## src/hw/rtl/quantizer_spec_table_builder_core_assert.svh

```systemverilog
// ----------------------------------------------------------------------------
// quantizer spec table builder assertion macros
// concurrent checks clocked on clk_i and held off while rst_ni is low
// ----------------------------------------------------------------------------
`ifndef QUANTIZER_SPEC_TABLE_BUILDER_CORE_ASSERT_SVH
`define QUANTIZER_SPEC_TABLE_BUILDER_CORE_ASSERT_SVH

// antecedent holds in a cycle, consequent must hold in the same cycle
`define QSTB_ASSERT_SAME(label, ante, cons) \
  label: assert property (@(posedge clk_i) disable iff (!rst_ni) (ante) |-> (cons)) \
    else $error("qstb assertion failed");

// antecedent holds in a cycle, consequent must hold in the next cycle
`define QSTB_ASSERT_NEXT(label, ante, cons) \
  label: assert property (@(posedge clk_i) disable iff (!rst_ni) (ante) |=> (cons)) \
    else $error("qstb assertion failed");

`endif

```

## src/hw/rtl/qstb_pkg.sv

```systemverilog
`timescale 1ns / 1ps
// ----------------------------------------------------------------------------
// qstb_pkg
// shared constants, codes and types of the quantizer spec table builder
// ----------------------------------------------------------------------------
package qstb_pkg;

  localparam int TableEntries = 256;
  localparam int IdxW         = $clog2(TableEntries);
  // fill index and limit hold up to TableEntries + 1
  localparam int CntW         = $clog2(TableEntries + 2);
  localparam int LimW         = CntW + 4;
  localparam int CmpW         = (CntW > 8) ? CntW : 8;
  localparam int Radix        = 10;

  localparam int QueueDepth   = 2;
  localparam int QPtrW        = (QueueDepth > 1) ? $clog2(QueueDepth) : 1;
  localparam int QCntW        = $clog2(QueueDepth + 1);

  localparam logic [7:0] CharNul   = 8'h00;
  localparam logic [7:0] CharTab   = 8'h09;
  localparam logic [7:0] CharCr    = 8'h0D;
  localparam logic [7:0] CharSpace = 8'h20;
  localparam logic [7:0] CharComma = 8'h2C;
  localparam logic [7:0] CharDash  = 8'h2D;
  localparam logic [7:0] CharZero  = 8'h30;
  localparam logic [7:0] CharNine  = 8'h39;
  localparam logic [7:0] CharColon = 8'h3A;

  typedef enum logic [1:0] {
    OP_START = 2'd0,
    OP_FEED  = 2'd1,
    OP_READ  = 2'd2
  } op_e;

  typedef enum logic [1:0] {
    ST_BUSY = 2'd0,
    ST_OK   = 2'd1,
    ST_FAIL = 2'd2
  } status_e;

  typedef enum logic [1:0] {
    CMD_NONE  = 2'd0,
    CMD_CLEAR = 2'd1,
    CMD_FILL  = 2'd2,
    CMD_READ  = 2'd3
  } cmd_kind_e;

  typedef struct packed {
    logic [1:0] operation;
    logic [7:0] character;
    logic [7:0] read_index;
  } in_item_t;

  typedef struct packed {
    logic [1:0] status;
    logic [7:0] table_value;
  } out_item_t;

  // one classified request from the parser to the table engine
  typedef struct packed {
    cmd_kind_e           kind;
    status_e             status;
    logic [7:0]          value;
    logic [CntW-1:0]     lo;
    logic [CntW-1:0]     hi;
    logic [7:0]          read_index;
  } cmd_t;

  typedef struct packed {
    logic            idle;
    logic            fill_busy;
    logic [CntW-1:0] filled;
    logic [CntW-1:0] ptr;
  } back_stat_t;

endpackage

```

## src/hw/rtl/qstb_front.sv

```systemverilog
`timescale 1ns / 1ps
// ----------------------------------------------------------------------------
// qstb_front
// spec parser: takes one request a cycle while the command queue is not full, updates
// the parse state and hands a classified command to the table engine queue
// ----------------------------------------------------------------------------
module qstb_front
  import qstb_pkg::*;
(
  input  logic            clk_i,
  input  logic            rst_ni,
  input  logic            in_valid_i,
  output logic            in_ready_o,
  input  in_item_t        in_item_i,
  input  logic            q_full_i,
  output logic            push_o,
  output cmd_t            cmd_o,
  output logic [CntW-1:0] fill_index_o
);

  typedef enum logic [3:0] {
    PH_VALUE = 4'b0001,
    PH_COLON = 4'b0010,
    PH_LIMIT = 4'b0100,
    PH_COMMA = 4'b1000
  } phase_e;

  phase_e          phase_q, phase_d;
  logic            skip_q, skip_d;
  logic [7:0]      value_q, value_d;
  logic [CntW-1:0] limit_q, limit_d;
  logic [CntW-1:0] fill_q, fill_d;
  status_e         outcome_q, outcome_d;

  logic [7:0]      c;
  logic            c_blank, c_digit;
  logic [3:0]      digit;
  logic [LimW-1:0] lim_next;
  logic [7:0]      val_next;

  assign in_ready_o   = !q_full_i;
  assign push_o       = in_valid_i && in_ready_o;
  assign fill_index_o = fill_q;

  assign c        = in_item_i.character;
  assign c_blank  = (c == CharSpace) || (c >= CharTab && c <= CharCr);
  assign c_digit  = (c >= CharZero) && (c <= CharNine);
  assign digit    = 4'(c - CharZero);
  assign val_next = value_q * 8'(Radix) + 8'(digit);
  assign lim_next = LimW'(limit_q) * LimW'(Radix) + LimW'(digit);

  always_comb begin
    phase_e ph;
    logic   done;
    ph        = phase_q;
    done      = 1'b0;
    phase_d   = phase_q;
    skip_d    = skip_q;
    value_d   = value_q;
    limit_d   = limit_q;
    fill_d    = fill_q;
    outcome_d = outcome_q;
    cmd_o            = '0;
    cmd_o.kind       = CMD_NONE;
    cmd_o.read_index = in_item_i.read_index;
    cmd_o.value      = value_q;
    cmd_o.lo         = fill_q;
    cmd_o.hi         = fill_q;

    unique case (op_e'(in_item_i.operation))
      OP_START: begin
        phase_d    = PH_VALUE;
        skip_d     = 1'b1;
        value_d    = '0;
        limit_d    = '0;
        fill_d     = '0;
        outcome_d  = ST_BUSY;
        cmd_o.kind = CMD_CLEAR;
      end
      OP_FEED: begin
        if (outcome_q == ST_BUSY) begin
          if (c == CharNul) begin
            outcome_d = ST_FAIL;
          end else if (skip_q && c_blank) begin
            skip_d = 1'b1;
          end else begin
            skip_d = 1'b0;
            if (ph == PH_VALUE) begin
              if (c_digit) begin
                value_d = val_next;
                done    = 1'b1;
              end else if (c_blank) begin
                phase_d = PH_COLON;
                skip_d  = 1'b1;
                done    = 1'b1;
              end else begin
                ph = PH_COLON;
              end
            end
            if (!done && ph == PH_COLON) begin
              done = 1'b1;
              if (c != CharColon) begin
                outcome_d = ST_FAIL;
              end else begin
                skip_d  = 1'b1;
                phase_d = PH_LIMIT;
              end
            end
            if (!done && ph == PH_LIMIT) begin
              if (c_digit) begin
                // saturate one past the table size
                if (lim_next > LimW'(TableEntries + 1)) begin
                  limit_d = CntW'(TableEntries + 1);
                end else begin
                  limit_d = CntW'(lim_next);
                end
                done = 1'b1;
              end else if (c_blank) begin
                phase_d = PH_COMMA;
                skip_d  = 1'b1;
                done    = 1'b1;
              end else if (c == CharDash && limit_q == '0) begin
                // fill the rest and finish
                cmd_o.kind = CMD_FILL;
                cmd_o.hi   = CntW'(TableEntries);
                fill_d     = CntW'(TableEntries);
                outcome_d  = ST_OK;
                done       = 1'b1;
              end else begin
                ph = PH_COMMA;
              end
            end
            if (!done && ph == PH_COMMA) begin
              if (c != CharComma) begin
                outcome_d = ST_FAIL;
              end else begin
                skip_d  = 1'b1;
                phase_d = PH_VALUE;
                if (fill_q > limit_q || limit_q > CntW'(TableEntries)) begin
                  outcome_d = ST_FAIL;
                end else begin
                  cmd_o.kind = CMD_FILL;
                  cmd_o.hi   = limit_q;
                  fill_d     = limit_q;
                  limit_d    = '0;
                  value_d    = '0;
                end
              end
            end
          end
        end
      end
      OP_READ: begin
        cmd_o.kind = CMD_READ;
      end
      default: begin
        cmd_o.kind = CMD_NONE;
      end
    endcase
    cmd_o.status = outcome_d;
  end

  always_ff @(posedge clk_i or negedge rst_ni) begin
    if (!rst_ni) begin
      phase_q   <= PH_VALUE;
      skip_q    <= 1'b1;
      value_q   <= '0;
      limit_q   <= '0;
      fill_q    <= '0;
      outcome_q <= ST_BUSY;
    end else if (push_o) begin
      phase_q   <= phase_d;
      skip_q    <= skip_d;
      value_q   <= value_d;
      limit_q   <= limit_d;
      fill_q    <= fill_d;
      outcome_q <= outcome_d;
    end
  end

endmodule

```

## src/hw/rtl/qstb_fifo.sv

```systemverilog
`timescale 1ns / 1ps
// ----------------------------------------------------------------------------
// qstb_fifo
// short command queue between the parser and the table engine
// ----------------------------------------------------------------------------
module qstb_fifo
  import qstb_pkg::*;
(
  input  logic clk_i,
  input  logic rst_ni,
  input  logic push_i,
  input  cmd_t push_data_i,
  input  logic pop_i,
  output cmd_t head_o,
  output logic empty_o,
  output logic full_o
);

  cmd_t             entries_q [QueueDepth];
  logic [QPtrW-1:0] wr_ptr_q, rd_ptr_q;
  logic [QCntW-1:0] count_q;
  logic             do_push, do_pop;

  assign empty_o = (count_q == '0);
  assign full_o  = (count_q == QCntW'(QueueDepth));
  assign head_o  = entries_q[rd_ptr_q];
  assign do_push = push_i && !full_o;
  assign do_pop  = pop_i && !empty_o;

  function automatic logic [QPtrW-1:0] next_ptr(input logic [QPtrW-1:0] p);
    if (p == QPtrW'(QueueDepth - 1)) begin
      return '0;
    end
    return p + 1'b1;
  endfunction

  always_ff @(posedge clk_i) begin
    if (do_push) begin
      entries_q[wr_ptr_q] <= push_data_i;
    end
  end

  always_ff @(posedge clk_i or negedge rst_ni) begin
    if (!rst_ni) begin
      wr_ptr_q <= '0;
      rd_ptr_q <= '0;
      count_q  <= '0;
    end else begin
      if (do_push) begin
        wr_ptr_q <= next_ptr(wr_ptr_q);
      end
      if (do_pop) begin
        rd_ptr_q <= next_ptr(rd_ptr_q);
      end
      if (do_push && !do_pop) begin
        count_q <= count_q + 1'b1;
      end else if (do_pop && !do_push) begin
        count_q <= count_q - 1'b1;
      end
    end
  end

endmodule

```

## src/hw/rtl/qstb_back.sv

```systemverilog
`timescale 1ns / 1ps
// ----------------------------------------------------------------------------
// qstb_back
// table engine: owns the table memory, fills one entry a cycle, serves
// reads and holds each result in an output register until taken
// ----------------------------------------------------------------------------
module qstb_back
  import qstb_pkg::*;
(
  input  logic       clk_i,
  input  logic       rst_ni,
  input  logic       q_empty_i,
  input  cmd_t       q_head_i,
  output logic       q_pop_o,
  output logic       out_valid_o,
  input  logic       out_ready_i,
  output out_item_t  out_item_o,
  output back_stat_t stat_o
);

  typedef enum logic [3:0] {
    BK_IDLE = 4'b0001,
    BK_FILL = 4'b0010,
    BK_READ = 4'b0100,
    BK_EMIT = 4'b1000
  } back_state_e;

  back_state_e     state_q, state_d;
  logic [7:0]      mem_q [TableEntries];
  logic [7:0]      rd_data_q;
  logic [IdxW-1:0] rd_addr;
  logic            mem_we;

  // entries at and above filled_q read as zero
  logic [CntW-1:0] filled_q, filled_d;
  logic [CntW-1:0] ptr_q, ptr_d;
  logic [CntW-1:0] hi_q, hi_d;
  logic [CntW-1:0] ptr_inc;
  logic [7:0]      value_q, value_d;
  status_e         status_q, status_d;
  logic            hit_q, hit_d;
  out_item_t       out_q, out_d;

  assign rd_addr     = IdxW'(q_head_i.read_index);
  assign ptr_inc     = ptr_q + 1'b1;
  assign out_valid_o = (state_q == BK_EMIT);
  assign out_item_o  = out_q;

  assign stat_o.idle      = (state_q == BK_IDLE);
  assign stat_o.fill_busy = (state_q == BK_FILL);
  assign stat_o.filled    = filled_q;
  assign stat_o.ptr       = ptr_q;

  always_comb begin
    state_d  = state_q;
    filled_d = filled_q;
    ptr_d    = ptr_q;
    hi_d     = hi_q;
    value_d  = value_q;
    status_d = status_q;
    hit_d    = hit_q;
    out_d    = out_q;
    q_pop_o  = 1'b0;
    mem_we   = 1'b0;

    unique case (state_q)
      BK_IDLE: begin
        if (!q_empty_i) begin
          q_pop_o  = 1'b1;
          status_d = q_head_i.status;
          out_d    = '{status: q_head_i.status, table_value: 8'h00};
          case (q_head_i.kind)
            CMD_CLEAR: begin
              filled_d = '0;
              state_d  = BK_EMIT;
            end
            CMD_FILL: begin
              value_d = q_head_i.value;
              ptr_d   = q_head_i.lo;
              hi_d    = q_head_i.hi;
              state_d = (q_head_i.lo < q_head_i.hi) ? BK_FILL : BK_EMIT;
            end
            CMD_READ: begin
              hit_d   = CmpW'(q_head_i.read_index) < CmpW'(filled_q);
              state_d = BK_READ;
            end
            default: begin
              state_d = BK_EMIT;
            end
          endcase
        end
      end
      BK_FILL: begin
        mem_we   = 1'b1;
        ptr_d    = ptr_inc;
        filled_d = ptr_inc;
        if (ptr_inc == hi_q) begin
          state_d = BK_EMIT;
        end
      end
      BK_READ: begin
        out_d   = '{status: status_q, table_value: hit_q ? rd_data_q : 8'h00};
        state_d = BK_EMIT;
      end
      BK_EMIT: begin
        if (out_ready_i) begin
          state_d = BK_IDLE;
        end
      end
      default: begin
        state_d = BK_IDLE;
      end
    endcase
  end

  always_ff @(posedge clk_i) begin
    if (mem_we) begin
      mem_q[ptr_q[IdxW-1:0]] <= value_q;
    end
    rd_data_q <= mem_q[rd_addr];
  end

  always_ff @(posedge clk_i) begin
    ptr_q    <= ptr_d;
    hi_q     <= hi_d;
    value_q  <= value_d;
    status_q <= status_d;
    hit_q    <= hit_d;
    out_q    <= out_d;
  end

  always_ff @(posedge clk_i or negedge rst_ni) begin
    if (!rst_ni) begin
      state_q  <= BK_IDLE;
      filled_q <= '0;
    end else begin
      state_q  <= state_d;
      filled_q <= filled_d;
    end
  end

endmodule

```

## src/hw/rtl/quantizer_spec_table_builder_core.sv

```systemverilog
`timescale 1ns / 1ps
// ----------------------------------------------------------------------------
// quantizer_spec_table_builder_core
// parses a value:limit,...,value:- spec one character per request and
// builds a byte table that read requests return
// ----------------------------------------------------------------------------
// results: a read passes through a registered memory read before its result is valid,
//   and a pair that fills the table writes all of its entries first
// throughput: the table engine finishes one request before it takes the next and fills
//   one entry per cycle, set by the table engine's single memory write port
// reset: parser as after a start, whole table reads zero; no clearing pass
module quantizer_spec_table_builder_core
  import qstb_pkg::*;
(
  input  logic      clk_i,
  input  logic      rst_ni,
  input  logic      in_valid_i,
  output logic      in_ready_o,
  input  in_item_t  in_item_i,
  output logic      out_valid_o,
  input  logic      out_ready_i,
  output out_item_t out_item_o
);

  `include "quantizer_spec_table_builder_core_assert.svh"

  logic            push, pop, q_empty, q_full;
  cmd_t            push_cmd, head_cmd;
  logic [CntW-1:0] front_fill;
  back_stat_t      back_stat;
  logic            fill_busy;
  logic [CntW-1:0] fill_ptr;

  assign fill_busy = back_stat.fill_busy;
  assign fill_ptr  = back_stat.ptr;

  qstb_front u_front (
    .clk_i        (clk_i),
    .rst_ni       (rst_ni),
    .in_valid_i   (in_valid_i),
    .in_ready_o   (in_ready_o),
    .in_item_i    (in_item_i),
    .q_full_i     (q_full),
    .push_o       (push),
    .cmd_o        (push_cmd),
    .fill_index_o (front_fill)
  );

  qstb_fifo u_fifo (
    .clk_i       (clk_i),
    .rst_ni      (rst_ni),
    .push_i      (push),
    .push_data_i (push_cmd),
    .pop_i       (pop),
    .head_o      (head_cmd),
    .empty_o     (q_empty),
    .full_o      (q_full)
  );

  qstb_back u_back (
    .clk_i       (clk_i),
    .rst_ni      (rst_ni),
    .q_empty_i   (q_empty),
    .q_head_i    (head_cmd),
    .q_pop_o     (pop),
    .out_valid_o (out_valid_o),
    .out_ready_i (out_ready_i),
    .out_item_o  (out_item_o),
    .stat_o      (back_stat)
  );

  // a taken result is never shown twice
  `QSTB_ASSERT_NEXT(a_single_emit, out_valid_o && out_ready_i, !out_valid_o)

  // when all work has drained the engine's filled mark matches the parser
  `QSTB_ASSERT_SAME(a_fill_sync, q_empty && back_stat.idle, back_stat.filled == front_fill)

  // a fill sweep advances one entry every cycle
  `QSTB_ASSERT_SAME(a_fill_step, fill_busy && $past(fill_busy), fill_ptr == CntW'($past(fill_ptr) + 1'b1))

endmodule

```

## config.mk

```make
export PLATFORM = sky130hd
export DESIGN_NAME = quantizer_spec_table_builder_core
export DESIGN_NICKNAME = d
export VERILOG_FILES = /design/src/hw/rtl/qstb_pkg.sv /design/src/hw/rtl/qstb_front.sv /design/src/hw/rtl/qstb_fifo.sv /design/src/hw/rtl/qstb_back.sv /design/src/hw/rtl/quantizer_spec_table_builder_core.sv
export VERILOG_INCLUDE_DIRS = /design/src /design/src/hw/rtl
export SDC_FILE = /design/constraint.sdc
export NUM_CORES = 2
export LEC_CHECK = 0
export BUFFER_PORTS_ARGS = -buffer_cell sky130_fd_sc_hd__clkbuf_2
export CORE_UTILIZATION = 52
export DETAILED_ROUTE_END_ITERATION = 7
export PLACE_DENSITY = 0.7
export SKIP_LAST_GASP = 1
export SLEW_MARGIN = 10
export SYNTH_ARGS = -nofsm -noshare
export SYNTH_HDL_FRONTEND = slang
export SYNTH_SLANG_ARGS = --single-unit
```

## constraint.sdc

```tcl
create_clock -name clk_i -period 3.9 [get_ports clk_i]
set_input_delay 0.39 -clock clk_i [delete_from_list [all_inputs] [get_ports clk_i]]
set_output_delay 0.39 -clock clk_i [all_outputs]
set_load 0.02 [all_outputs]
```

# Word level (Yosys, flattened, before mapping)
# Memories as Yosys holds them, arrays and structs flattened. A register that Yosys moved wholly into a read port is not among the register bits.
# Index checks and enable logic that the tools add are counted.
# W data, S select, Z words.
# totals
regBits,89
ramBits,2124
out_inout_bits,12
elab_cells,256
memories,2
# op_classes
addsub,8
multipliers,2
magnitude_cmp,9
eq_ne,27
n_mux,149
bitwise_logic,1
n_reduce_logical,40
# memory_table
memory,words,width,rd,rd_ports_with_merged_regs,write_ports,line,text
u_back.mem_q,256,8,1,1,1,qstb_back.sv:29,logic [7:0] mem_q [TableEntries];
u_fifo.entries_q,2,38,1,0,1,qstb_fifo.sv:19,cmd_t entries_q [QueueDepth];
# ops
cell,count
$mux W9,24
$mux W4,32
$mux W8,9
$pmux W9 S2,4
$mux W2,24
$mux W1,47
$pmux W10 S2,1
$eq A8 B6 Y1 const B,2
$ne A8 B6 Y1 const B,2
$pmux W4 S2,2
$pmux W4 S4,1
$pmux W8 S2,1
$reduce_and A3 Y1,5
$add A13 B4 Y13,1
$gt A13 B9 Y1 const B,1
$logic_and A1 B1 Y1,12
$mul A9 B3 Y12 const B,1
$mux W10,1
$ne A2 B1 Y1 const B,5
$add A9 B1 Y9 const B,1
$eq A9 B9 Y1,1
$gt A9 B9 Y1,1
$gt A9 B9 Y1 const B,1
$logic_not A9 Y1,1
31 further kinds,56

# Longest topological paths before layout
# depth
ltp_word,32
mapped_depth,16
mapped_depth_nobuf,12

# Cells and area by module
# A second synthesis with hierarchy kept.
# hier_totals
cells_unflattened,4266
hier_area_um2,87984.4
# modules_own_cells
mod,instances,cells_per_inst,area_per_inst_um2,seq_area_each_um2
qstb_back,1,3792,81891.0,63156.8
qstb_front,1,337,3108.0,828.3
qstb_fifo,1,137,2985.4,2382.3

# Least setup slack after synthesis
# Ideal clock, no wire load.
# synth_timing
path_kind,reg-to-reg
start,register u_back.value_q[0]
end,"memory u_back.mem_q[0][0], data pin"
arrival_ps,3228
required_time_ps,3083
setup_slack_ps,-146
path_stages_with_launch,1
path_buffers,0
path_cell_list,edfxtp_1
# synth_rtl
item,line,text
from (decl),qstb_back.sv:39,"logic [7:0] value_q, value_d;"
from (signal assigned),qstb_back.sv:126,value_q <= value_d;
to (decl),qstb_back.sv:29,
# Straight into the memory's write port.

# Worst setup path after layout
# layout_timing
start,register u_fifo.rd_ptr_q
end,register u_back.rd_data_q[3] (read register of u_back.mem_q)
# layout_between
elab_chain_len,1
# layout_lines
item,line,text
from (decl),qstb_fifo.sv:20,"logic [QPtrW-1:0] wr_ptr_q, rd_ptr_q;"
from (signal assigned),qstb_fifo.sv:53,rd_ptr_q <= next_ptr(rd_ptr_q);
$mem_v2 Z2 W38,n/a,
to (decl),qstb_back.sv:30,logic [7:0] rd_data_q;
# Every way passes these cells.
# A chain may end at the register's enable or synchronous reset.

==> run_results.csv <==
group,metric,value,unit
floorplanning,fp-row-count,152,
critical_path,ff2ff_path_depth,11,
grt,track_usage,28.2,%
yosys,post_synth_most_frequent_cells,"2163 x sky130_fd_sc_hd__edfxtp_1, 936 x sky130_fd_sc_hd__nand2_1, 480 x sky130_fd_sc_hd__mux2i_1",
yosys,ys.warnings.count,0,
sta,timing_hold_violations_final,0,
clock_network,worst_skew_pair.late_latency,860,ps
sta,grt_setup_unrepaired,"no",
route,detailroute.via_count,55700,
yosys,syn-cell-area,0.0899,mm²
clock_network,numClockSinks,2221,
yosys,mappedNetlistNets,6063,
clock_network,cts_setup_buffers,0,
critical_path,critical_path.cell_chain,"buf_4 > mux2i_4 > buf_12 > buf_12 > nand2_1 > and3_1 > a311oi_1 > o21ai_0 > a32o_1 > o211ai_1 > o31a_1",
critical_path,critical_path_required,4710,ps
yosys,synth_sequential_area_ratio,73.8,%
power_and_ir_drop,finalPower,0.0711,W
critical_path,cp_common_cell,"sky130_fd_sc_hd__buf_12",
placed_design,gp_congestion,0.898,
sta,slew_violations,0,
sta,clock.fmax,269,MHz
layout,fin_area,0.102,mm²
power_and_ir_drop,peakVddDrop,0.602,mV
grt,grt_pass1_vias,54200,
clock_network,post_cts_resized,0,
yosys,synthesis.area_per_instance,15.0,µm²
min_path,min-delay-path-class,"input port to register",
critical_path,setup.worst_path.end_class,"register",
sta,max_slew_margin,21.2,%
yosys,ys_async_sr_fraction,2.25,%
placed_design,pre_cts_slack,121,ps
route,routed_via_density,6.34,
placed_design,dpl.hpwl,153,mm
clock_network,cts-buffers-inserted,214,
run_status,run_status,"complete, no violations",
floorplanning,chipWidth,418,µm
critical_path,crit_arrival,4530,ps
placed_design,port_buffers,33,
sta,finalSetupViolations,0,
route,wl_per_cell,28.2,µm
placed_design,placed_instance_area,0.0954,mm²
sta,tightest_slew,1180,ps
layout,finish.net_count,6364,
clock_network,clock-root-buffer,"sky130_fd_sc_hd__clkbuf_16",
yosys,synth_edf_count,2163,
power_and_ir_drop,leakage,35.2,nW
yosys,cell_count_after_synthesis,5981,
route,drt_pre_antenna_iters,8,
grt,grt_pass1_wl,361,mm
layout,area_delta_synth_final,14.0,%
yosys,synth_top_cell_by_area,"sky130_fd_sc_hd__edfxtp_1",
floorplanning,fp.dieH,418,µm
power_and_ir_drop,cellPowerDensity,694,mW/mm²
min_path,cell_depth_of_the_worst_min_delay_path,4,
route,number_of_drc_markers_in_iteration_0,7722,
clock_network,tritoncts,"yes",
yosys,post-synth-top-area-fraction,72.3,%
grt,globalRouteOverflowTotal,0,
floorplanning,initial_utilization,52.4,%
clock_network,worst_setup_hold_path_clk_slew,60,ps
placed_design,cells_after_dpl,8362,
route,final_antenna_net_count,0,
clock_network,clock_tree.buffer_depth,3,
yosys,synth.lib_cells_used.distinct,86,
grt,initial_antenna_violation_count,8,
sta,min_period,3720,ps
floorplanning,design.core.area,0.172,mm²
floorplanning,die_area,0.175,mm²
sta,fin_worst_skew,70.4,ps
yosys,postSynthRegisterBits,2221,
route,dr_drc_count,0,
critical_path,slowest_stage,"sky130_fd_sc_hd__mux2i_4",
route,route.final.wire_length,248,mm
sta,layout_setup_ws,183,ps
job,cap_viol_max_count,0,
critical_path,critPathMaxStageDelay,630,ps
critical_path,setup.worst_path.start_class,"register",
grt,maximum_number_of_pins_on_one_net_before_global_route_repair,201,
yosys,synth.top_cells.by_area,"sky130_fd_sc_hd__edfxtp_1 72%, sky130_fd_sc_hd__mux2i_1 5.3%, sky130_fd_sc_hd__nand2_1 3.9%, sky130_fd_sc_hd__mux4_2 2.1%, sky130_fd_sc_hd__o221ai_1 1.6%",
layout,final-instance-count-excl-fill,8775,
floorplanning,boundaryPins,34,
yosys,post_synth_top_flop,"sky130_fd_sc_hd__edfxtp_1",
clock_network,number_of_levels_in_the_clock_h_tree,4,
yosys,yosys.cell_count.top_type,"sky130_fd_sc_hd__edfxtp_1",
critical_path,crit_type,"register to register",
critical_path,timing.critical_path.fanout_max,24,
layout,drive_gt1_share,14.1,%
sta,post-route-period-util,95.3,%
-- cell type report --
class | count | area (µm²)
sequential | 2221 | 66400
timing repair buffer | 457 | 4260
multi-input combinational | 3334 | 21800
inverter | 54 | 219
fill | 12700 | 69000
clock buffer | 258 | 5590
clock inverter | 137 | 1400
tap | 2310 | 2890
antenna | 4 | 10.0
-- registers in the layout, summed over array words and instances, names as in the netlist, 8 cells and up --
| name | count |
|---|---|
| u_back.ptr_q | 9 |
| u_front.value_q | 8 |
| u_front.fill_index_o | 9 |
| u_back.value_q | 8 |
| u_back.hi_q | 9 |
| u_back.mem_q | 2048 |
| u_back.out_item_o | 10 |
| u_fifo.entries_q | 76 |
| u_back.rd_data_q | 8 |
| u_front.limit_q | 9 |
| u_back.filled_q | 9 |
-- cell families (layout without fill, tap and decap cells) --
logic type,Yosys count,after routing,synth area share [%]
flip-flops,2221,2221,73.8
AND/OR/NAND/NOR,1768,1768,8.40
AO/OA/AOI/OAI,876,876,6.59
multiplexers,592,592,7.81
buffers and inverters,426,906,2.10
adder cells (fa/ha/maj),60,60,0.869
XOR/XNOR,38,38,0.386
other,0,4,0
-- stage by stage --
| stage | setup TNS [ps] | hold WS, ps | utilization, % |
|---|---|---|---|
| after CTS | 0 | 6.53 | 59.7 |
| after detailed placement | 0 | 450 | 55.6 |
| after floorplan | -298450 | 94.4 | - |
| after global placement | 0 | 442 | 55.6 |
| after global routing | 0 | 65.7 | 59.7 |
| final | 0 | 27.2 | 59.7 |
-- path summary, 6_finish.rpt --
kind | slack [ps] | start | to
max in group asynchronous | 2890 | rst_ni | u_front.phase_q[0]$_DFFE_PN1P_
min in group asynchronous | 100 | rst_ni | u_fifo.count_q[0]$_DFFE_PN0P_
hold / removal | 30 | out_ready_i | u_back.state_q[0]$_DFFE_PN1P_
setup reg to reg | 180 | u_fifo.rd_ptr_q$_DFFE_PN0P_ | u_back.rd_data_q[3]$_DFF_P_
setup / recovery | 180 | u_fifo.rd_ptr_q$_DFFE_PN0P_ | u_back.rd_data_q[3]$_DFF_P_
hold reg to reg | 480 | u_front.skip_q$_DFFE_PN1P_ | u_front.skip_q$_DFFE_PN1P_
-- worst max-delay path, delay by kind of cell, from the launching register on --
| kind | cells | cell delay, ps |
|---|---|---|
| flops | 1 | 400 |
| simple gates | 2 | 250 |
| buf+inv | 3 | 760 |
| mux | 1 | 630 |
| compound gates | 5 | 1590 |
-- layout by cell type (no fill, tap or decap), types with 11 or more instances in the layout --
cell type and instances:
sky130_fd_sc_hd__ha_1 56, sky130_fd_sc_hd__nand4_1 21, sky130_fd_sc_hd__inv_1 49, sky130_fd_sc_hd__dlygate4sd3_1 14, sky130_fd_sc_hd__o21ai_1 14, sky130_fd_sc_hd__a2111oi_0 11
sky130_fd_sc_hd__buf_4 340, sky130_fd_sc_hd__nor4_1 16, sky130_fd_sc_hd__a211oi_1 20, sky130_fd_sc_hd__mux4_2 85, sky130_fd_sc_hd__and2_1 13, sky130_fd_sc_hd__a22o_1 18
sky130_fd_sc_hd__a31oi_1 62, sky130_fd_sc_hd__dfrtp_1 46, sky130_fd_sc_hd__clkinv_1 45, sky130_fd_sc_hd__nor2_1 329, sky130_fd_sc_hd__a21oi_1 266, sky130_fd_sc_hd__a311oi_1 40
sky130_fd_sc_hd__mux2_2 26, sky130_fd_sc_hd__clkbuf_16 214, sky130_fd_sc_hd__o22ai_1 60, sky130_fd_sc_hd__o211ai_1 15, sky130_fd_sc_hd__o21a_1 13, sky130_fd_sc_hd__xnor2_1 20
sky130_fd_sc_hd__xor2_1 17, sky130_fd_sc_hd__edfxtp_1 2163, sky130_fd_sc_hd__bufinv_16 20, sky130_fd_sc_hd__clkinv_2 42, sky130_fd_sc_hd__o21ai_0 87, sky130_fd_sc_hd__nor3_1 74
sky130_fd_sc_hd__and3_1 49, sky130_fd_sc_hd__clkbuf_1 37, sky130_fd_sc_hd__o221ai_1 162, sky130_fd_sc_hd__mux2i_1 475, sky130_fd_sc_hd__nand2_1 934, sky130_fd_sc_hd__buf_12 70
sky130_fd_sc_hd__clkinvlp_4 12, sky130_fd_sc_hd__clkbuf_2 33, sky130_fd_sc_hd__nand3_1 270
-- what timing repair did --
action / CTS / global route
endpoints found under the hold margin: 48 / 0
setup endpoints to repair: 0 / 2
hold buffers: 14 / 0
-- layer usage --
layer,vias to the layer above,GRT usage [%],routed length (µm)
met1,27900,38.3,92300
met2,3514,44.2,116000
met3,636,6.18,28400
met4,8,12.0,11300
met5,-,0,52
li1,23600,-,-
-- where the power goes --
part,switching [W],internal [W],leakage (nW)
registers,0.000346,0.0277,20.2
logic,0.0150,0.00743,11.6
clock network,0.00911,0.0116,3.39
(Power assumes the default switching activity.)
